$ cat config.mk
export PLATFORM = sky130hd
export DESIGN_NAME = modular_exponentiation_top
export DESIGN_NICKNAME = d
export VERILOG_FILES = /design/src/rtl/mexp_pkg.sv /design/src/rtl/mexp_reduce.sv /design/src/rtl/modular_exponentiation_top.sv
export SDC_FILE = /design/constraint.sdc
export NUM_CORES = 2
export LEC_CHECK = 0
export CAP_MARGIN = 20
export CORE_ASPECT_RATIO = 1.25
export CORE_MARGIN = 2
export CORE_UTILIZATION = 55
export DETAILED_ROUTE_END_ITERATION = 8
export DONT_BUFFER_PORTS = 1
export GPL_TIMING_DRIVEN = 1
export PLACE_DENSITY_LB_ADDON = 0.25
export SYNTH_ARGS = -nofsm -noshare
export SYNTH_HDL_FRONTEND = slang
export SYNTH_SLANG_ARGS = --single-unit
$ cat constraint.sdc
create_clock -name clk_i -period 18.7 [get_ports clk_i]
set_input_delay 0.935 -clock clk_i [delete_from_list [all_inputs] [get_ports clk_i]]
set_output_delay 0.935 -clock clk_i [all_outputs]
set_load 0.005 [all_outputs]
$ cat src/rtl/mexp_pkg.sv
`default_nettype none

package mexp_pkg;

  // Field widths
  localparam int BASE_W = 63;
  localparam int EXP_W  = 63;
  localparam int MOD_W  = 31;

  // Reduction unit: dividend width and bits retired per cycle
  localparam int DVD_W      = 64;
  localparam int RED_STEP   = 4;
  localparam int RED_CYCLES = DVD_W / RED_STEP;
  localparam int RED_CNT_W  = $clog2(RED_CYCLES);

  localparam logic [MOD_W-1:0] MOD_RESET = 31'd1000000007;

  // Reduction unit operation: reduce a loaded value or a product
  typedef enum logic {
    RED_LOAD,
    RED_MUL
  } red_op_e;

  typedef struct packed {
    logic    start;
    red_op_e op;
  } red_cmd_t;

  // Sequencer states
  typedef enum logic [2:0] {
    S_IDLE,
    S_BASE,
    S_STEP,
    S_ACC,
    S_SQR
  } mexp_state_e;

endpackage

`default_nettype wire

$ cat src/rtl/mexp_reduce.sv
`default_nettype none

// Shared multiply-reduce unit: one 31x31 product (or a loaded value) is
// registered, then reduced modulo mod_i, RED_STEP dividend bits per cycle.
module mexp_reduce
  import mexp_pkg::*;
(
  input  wire logic              clk_i,
  input  wire logic              rst_ni,
  input  wire red_cmd_t          cmd_i,
  input  wire logic [BASE_W-1:0] load_i,
  input  wire logic [MOD_W-1:0]  a_i,
  input  wire logic [MOD_W-1:0]  b_i,
  input  wire logic [MOD_W-1:0]  mod_i,
  output logic      [MOD_W-1:0]  rem_o,
  output logic                   done_o
);

  logic [DVD_W-1:0]     dvd_q, dvd_d;
  logic [MOD_W:0]       rem_q, rem_d;
  logic [RED_CNT_W-1:0] cnt_q;
  logic                 run_q;
  logic                 done_q;
  logic [2*MOD_W-1:0]   prod;
  logic [MOD_W:0]       mod_ext;

  assign prod    = {{MOD_W{1'b0}}, a_i} * {{MOD_W{1'b0}}, b_i};
  assign mod_ext = {1'b0, mod_i};

  // Restoring remainder steps, one dividend bit each
  always_comb begin
    dvd_d = dvd_q;
    rem_d = rem_q;
    for (int k = 0; k < RED_STEP; k++) begin
      rem_d = {rem_d[MOD_W-1:0], dvd_d[DVD_W-1]};
      dvd_d = {dvd_d[DVD_W-2:0], 1'b0};
      if (rem_d >= mod_ext) begin
        rem_d = rem_d - mod_ext;
      end
    end
  end

  // Operand and remainder registers
  always_ff @(posedge clk_i) begin
    if (cmd_i.start) begin
      if (cmd_i.op == RED_MUL) begin
        dvd_q <= {{(DVD_W-2*MOD_W){1'b0}}, prod};
      end else begin
        dvd_q <= {{(DVD_W-BASE_W){1'b0}}, load_i};
      end
      rem_q <= '0;
    end else if (run_q) begin
      dvd_q <= dvd_d;
      rem_q <= rem_d;
    end
  end

  // Iteration control
  always_ff @(posedge clk_i or negedge rst_ni) begin
    if (!rst_ni) begin
      run_q  <= 1'b0;
      done_q <= 1'b0;
      cnt_q  <= '0;
    end else begin
      done_q <= 1'b0;
      if (cmd_i.start) begin
        run_q <= 1'b1;
        cnt_q <= '0;
      end else if (run_q) begin
        cnt_q <= cnt_q + 1'b1;
        if (cnt_q == RED_CNT_W'(RED_CYCLES - 1)) begin
          run_q  <= 1'b0;
          done_q <= 1'b1;
        end
      end
    end
  end

  assign rem_o  = rem_q[MOD_W-1:0];
  assign done_o = done_q;

endmodule

`default_nettype wire

$ cat src/rtl/modular_exponentiation_top.sv
`default_nettype none

// Sequence: the base is reduced first, then each scanned exponent bit takes a square
// (bit clear) or a multiply and a square (bit set); the scan stops at the highest set bit.
// Each step runs on the shared multiply-reduce unit (one product, then 4 remainder
// bits a cycle); a base reducing to zero ends with a zero result after the base step.
// Throughput: one transaction at a time; busy_o falls as done_o rises; no receiver stall.
// Reset: asynchronous, active low; the modulus returns to 1000000007.
module modular_exponentiation_top
  import mexp_pkg::*;
#(
  parameter int EXP_BITS = 64
) (
  input  wire logic              clk_i,
  input  wire logic              rst_ni,
  input  wire logic              start_i,
  output logic                   busy_o,
  input  wire logic [BASE_W-1:0] base_i,
  input  wire logic [EXP_W-1:0]  exponent_i,
  output logic                   done_o,
  output logic      [MOD_W-1:0]  power_o,
  input  wire logic              cfg_valid_i,
  output logic                   cfg_ready_o,
  input  wire logic [MOD_W-1:0]  cfg_modulus_i
);

  // Exponent bits at or above EXP_BITS are not scanned
  localparam int ScanBits = (EXP_BITS > EXP_W) ? EXP_W : EXP_BITS;
  localparam logic [EXP_W-1:0] ExpMask = {EXP_W{1'b1}} >> (EXP_W - ScanBits);

  mexp_state_e      state_q, state_d;
  logic [MOD_W-1:0] modulus_q;
  logic [MOD_W-1:0] mod_eff;
  logic [EXP_W-1:0] exp_q, exp_d;
  logic [MOD_W-1:0] acc_q, acc_d;
  logic [MOD_W-1:0] sq_q, sq_d;
  logic [MOD_W-1:0] power_q, power_d;
  logic             done_q, done_d;
  logic             accept;
  red_cmd_t         red_cmd;
  logic             sel_acc;
  logic [MOD_W-1:0] red_a;
  logic [MOD_W-1:0] red_rem;
  logic             red_done;

  assign accept = start_i && (state_q == S_IDLE);

  // Modulus register; zero acts as one
  assign cfg_ready_o = 1'b1;
  assign mod_eff     = (modulus_q == '0) ? MOD_W'(1) : modulus_q;

  always_ff @(posedge clk_i or negedge rst_ni) begin
    if (!rst_ni) begin
      modulus_q <= MOD_RESET;
    end else if (cfg_valid_i) begin
      modulus_q <= cfg_modulus_i;
    end
  end

  // Shared multiply-reduce unit
  assign red_a = sel_acc ? acc_q : sq_q;

  mexp_reduce u_reduce (
    .clk_i  (clk_i),
    .rst_ni (rst_ni),
    .cmd_i  (red_cmd),
    .load_i (base_i),
    .a_i    (red_a),
    .b_i    (sq_q),
    .mod_i  (mod_eff),
    .rem_o  (red_rem),
    .done_o (red_done)
  );

  // Sequencer: next state and datapath control
  always_comb begin
    state_d       = state_q;
    exp_d         = exp_q;
    acc_d         = acc_q;
    sq_d          = sq_q;
    power_d       = power_q;
    done_d        = 1'b0;
    red_cmd.start = 1'b0;
    red_cmd.op    = RED_MUL;
    sel_acc       = 1'b0;
    case (state_q)
      S_IDLE: begin
        if (accept) begin
          exp_d         = exponent_i & ExpMask;
          red_cmd.start = 1'b1;
          red_cmd.op    = RED_LOAD;
          state_d       = S_BASE;
        end
      end
      S_BASE: begin
        if (red_done) begin
          sq_d  = red_rem;
          acc_d = MOD_W'(1);
          if (red_rem == '0) begin
            power_d = '0;
            done_d  = 1'b1;
            state_d = S_IDLE;
          end else begin
            state_d = S_STEP;
          end
        end
      end
      S_STEP: begin
        if (exp_q == '0) begin
          power_d = acc_q;
          done_d  = 1'b1;
          state_d = S_IDLE;
        end else if (exp_q[0]) begin
          sel_acc       = 1'b1;
          red_cmd.start = 1'b1;
          state_d       = S_ACC;
        end else begin
          red_cmd.start = 1'b1;
          state_d       = S_SQR;
        end
      end
      S_ACC: begin
        if (red_done) begin
          acc_d = red_rem;
          // last set bit: the remaining square is not needed
          if (exp_q[EXP_W-1:1] == '0) begin
            power_d = red_rem;
            done_d  = 1'b1;
            state_d = S_IDLE;
          end else begin
            red_cmd.start = 1'b1;
            state_d       = S_SQR;
          end
        end
      end
      S_SQR: begin
        if (red_done) begin
          sq_d    = red_rem;
          exp_d   = exp_q >> 1;
          state_d = S_STEP;
        end
      end
      default: begin
        state_d = S_IDLE;
      end
    endcase
  end

  always_ff @(posedge clk_i or negedge rst_ni) begin
    if (!rst_ni) begin
      state_q <= S_IDLE;
      done_q  <= 1'b0;
    end else begin
      state_q <= state_d;
      done_q  <= done_d;
    end
  end

  // Datapath registers
  always_ff @(posedge clk_i) begin
    exp_q   <= exp_d;
    acc_q   <= acc_d;
    sq_q    <= sq_d;
    power_q <= power_d;
  end

  assign busy_o  = (state_q != S_IDLE);
  assign done_o  = done_q;
  assign power_o = power_q;

endmodule

`default_nettype wire
==> impl_results.md <==
* Result of the run: completed
* Via count of the first global-routing pass at 42300
* Clock latency on the worst-skew pair at 0.63 ns
* Number of buffers created by CTS at 29
* Weighted congestion reported at the end of routability-driven placement at about 1.0
* Root buffer cell: sky130_fd_sc_hd__clkbuf_16
* NumNets Final at 6818
* Total clock sinks at 292
* Horizontal die dimension at 275 µm
* Final WL at about 150000 µm
* Number of pins exceeding their max-slew limit in the final report at 0
* Tot GR Track Use at 33.0%
* Die Area at between 90000 and 100000 µm²
* Library cells used by synthesis at 89
* Post-detailed-route DRC marker count at 0
* Post-detailed-route wirelength per cell at 23.0 µm
* Largest net degree at the start of global routing at 79
* Remaining Overflow, GRT at 0
* Warnings, synthesis at 0
* Cell family with most CP delay: compound AO/OA/AOI/OAI gates
* Number of endpoints failing setup at the final stage at 0
* Cells after synthesis at roughly 5600
* Highest fanout seen on the critical path at between 40 and 50
* Number of antenna violations at the first check in global routing at 11
* Classification of the worst-slack hold path: input pin to asynchronous set/reset pin
* Number of hold violations in the final report at 0
* Top cell type's share of synthesized area at 33.3%
* Final cycle utilization of the critical path at 80.9%
* Required @ worst endpoint at 19.25 ns
* Buffer and inverter count on the worst path at 4
* Worst slew margin at 24.2%
* Via count at ~40000
* Crit end category: flop
* Beginning of the worst register-to-register path: modulus_q[16]
* Maximum clock frequency at 66.1 MHz
* Share of synthesized area occupied by flip-flops and latches at 16.3%
* Synth area leaders: sky130_fd_sc_hd__fa_1 (33%), sky130_fd_sc_hd__edfxtp_1 (13%), sky130_fd_sc_hd__ha_1 (9.4%)
* Most used standard cell by instance count after synthesis: sky130_fd_sc_hd__nand2_1
* Cell row count at 124
* TritonCTS clock tree: built
* Flop2flop setup slack at 3.57 ns
* Via-to-Cell Ratio at roughly 5.9
* Starting DRC count in detailed routing at 2815
* Critical Path Max Stage Delay at 0.82 ns
* Time the final worst path needs with I/O delays and setup at around 15 ns
* Most common cell on crit path: sky130_fd_sc_hd__o21ai_0
* Element type at the critical path start: flop
* Growth of design area from synthesis to finish at 3.76%
* Dominant synthesized flop cell: sky130_fd_sc_hd__edfxtp_1
* Slew at the pin closest to its max-slew limit at 1.13 ns
* Max-cap violations at 0
* Mapped cell area at 50600 µm²
* Critical path's slowest cell: sky130_fd_sc_hd__nor3_1
* Top post-synthesis cells by count: sky130_fd_sc_hd__nand2_1 (983), sky130_fd_sc_hd__inv_1 (976), sky130_fd_sc_hd__fa_1 (841), sky130_fd_sc_hd__ha_1 (380), sky130_fd_sc_hd__clkbuf_1 (284)
* Terminus of the critical flop-to-flop path: u_reduce.rem_q[29]
* Pre-Repair DR Iteration Count at 6
* CTS max path bufs at 3
* Total half-perimeter wirelength after legalization and detailed placement at around 120000 µm
* Clk pin slew, worst setup/hold paths at 0.07 ns
* Fraction of registers with async set or reset after synthesis at 14.0%
* Syn Nets at 7028
* First-pass GRT wire length at 239000 µm
* Proportion of layout cells with a drive suffix above 1 at around 5.1%
* Register bit total from synthesis at just under 300
* Leading area contributor after synthesis: sky130_fd_sc_hd__fa_1
* Post_cts resized at 0
* Number of I/O port buffers at 0
* Number of cells on the worst reg-to-reg path at 48
* Post-synthesis area per instance at 8.96 µm²
* CP arrival at 15.67 ns
* Aggregate negative setup slack at 0 ns
* Final worst clock skew at ~0.025 ns
* RSZ-0062 raised after global routing: no
* Level count of the clock H-tree at 1
* Placeable core region at 91400 µm²
* Die Y-Extent at 343 µm
* Antenna Violating Nets Remaining at 0
* Count of flip-flops with a built-in enable after synthesis at 220
* Ports placed on the boundary at 195
* Initial core utilization at 55.4%
* Kind of critical path: flop to flop
-- per-stage QoR --
stage               hold slack (ns)  utilization, %  setup WS (ns)  instance area (µm²)  instances
floorplan                     0.476               -           7.47                50600       5646
global placement              0.528            56.3           3.82                51500       6601
detailed placement            0.532            56.3           3.74                51500       6601
CTS                           0.111            57.5           3.70                52500       6656
global route                  0.138            57.5           2.88                52500       6662
finish                        0.141            57.5           3.57                52500       6662
-- registers in the layout (all words and copies together) (netlist names) --
name / cells
u_reduce.dvd_q: 64
exp_q: 63
u_reduce.done_o: 1
modulus_q: 31
state_q: 3
u_reduce.rem_q: 31
acc_q: 31
power_o: 31
u_reduce.run_q: 1
u_reduce.cnt_q: 4
sq_q: 31
done_o: 1
-- worst register-to-register path: cells and delay by family (launching register included) --
family | cells | cell delay (ns)
DFF | 1 | 0.38
muxes | 1 | 0.38
and+or+nand+nor | 15 | 4.87
AOI/OAI and AO/OA | 23 | 6.38
buffers and inverters | 4 | 1.10
adders and majority gates | 5 | 1.97
-- metal layers --
metal / global-route usage, % / vias to the layer above / part of all wire [%]
met3: 4.00 / 439 / 6.3
met5: 0 / - / 0.020
met2: 59.3 / 1540 / 51
li1: - / 17600 / -
met1: 38.5 / 20000 / 36
met4: 17.4 / 6 / 6.0
-- area by class of cell --
| cell class | instances | area [µm²] |
|---|---|---|
| clock inverters | 24 | 299 |
| well taps | 1197 | 1500 |
| multi-input cells | 4068 | 37500 |
| inverters | 977 | 3670 |
| diodes | 6 | 15.0 |
| fillers | 8157 | 38900 |
| repair buffers | 68 | 523 |
| clock buffers | 30 | 729 |
| flip-flops and latches | 292 | 8270 |
-- what timing repair did --
action | 4_1_cts | 5_1_grt
hold buffers | 1 | 0
hold endpoints to repair | 25 | 0
setup buffers | 0 | 0
-- cell usage in the layout, fill, tap and decap left out, types with 12 or more instances in the layout --
cell / Yosys / final
sky130_fd_sc_hd__mux2i_1: 31 / 31
sky130_fd_sc_hd__mux2_2: 112 / 112
sky130_fd_sc_hd__buf_4: 3 / 67
sky130_fd_sc_hd__nor4_1: 38 / 38
sky130_fd_sc_hd__nand2b_1: 28 / 28
sky130_fd_sc_hd__dfxtp_1: 31 / 31
sky130_fd_sc_hd__and3_1: 46 / 46
sky130_fd_sc_hd__nor3_1: 56 / 56
sky130_fd_sc_hd__a21oi_1: 270 / 270
sky130_fd_sc_hd__dfrtp_1: 25 / 24
sky130_fd_sc_hd__inv_1: 976 / 976
sky130_fd_sc_hd__clkbuf_16: 0 / 29
sky130_fd_sc_hd__nor2b_1: 23 / 23
sky130_fd_sc_hd__a22oi_1: 13 / 12
sky130_fd_sc_hd__edfxtp_1: 220 / 220
sky130_fd_sc_hd__nor2_1: 172 / 169
sky130_fd_sc_hd__xnor2_1: 109 / 109
sky130_fd_sc_hd__xor2_1: 46 / 46
sky130_fd_sc_hd__or3_1: 12 / 12
sky130_fd_sc_hd__o21bai_1: 39 / 39
sky130_fd_sc_hd__a31oi_1: 33 / 33
sky130_fd_sc_hd__o21a_1: 28 / 28
sky130_fd_sc_hd__o221ai_1: 13 / 13
sky130_fd_sc_hd__a21o_1: 98 / 98
sky130_fd_sc_hd__ha_1: 380 / 380
sky130_fd_sc_hd__o21ai_0: 253 / 253
sky130_fd_sc_hd__dfstp_2: 16 / 16
sky130_fd_sc_hd__nand4_1: 48 / 48
sky130_fd_sc_hd__a211oi_1: 23 / 23
sky130_fd_sc_hd__nand3_1: 33 / 33
sky130_fd_sc_hd__and2_1: 192 / 191
sky130_fd_sc_hd__nand2_1: 983 / 979
sky130_fd_sc_hd__fa_1: 841 / 841
-- worst max path at each step --
stage	from	to	slack, ns	depth (start not counted)
2_1_floorplan	modulus_q[8]	u_reduce.rem_q[27]	7.47	55
3_3_place_gp	modulus_q[16]	u_reduce.rem_q[29]	3.82	48
3_5_place_dp	modulus_q[16]	u_reduce.rem_q[29]	3.74	48
4_1_cts	modulus_q[16]	u_reduce.rem_q[29]	3.70	48
5_1_grt	modulus_q[16]	u_reduce.rem_q[29]	2.88	50
6_report	modulus_q[16]	u_reduce.rem_q[29]	3.57	48
-- kinds of logic after synthesis --
family                     Yosys count  synth area share [%]
buffers and inverters             1286                  9.67
DFF                                292                  16.3
AOI/OAI and AO/OA                  885                  10.7
xor gates and xnor gates           155                  2.68
and+or+nand+nor                   1661                  14.7
other                                1               0.00741
muxes                              145                  3.17
adders and majority gates         1221                  42.7
Power is not shown: default switching activity piles up to over one toggle a cycle in this logic, so the estimate is an artifact.
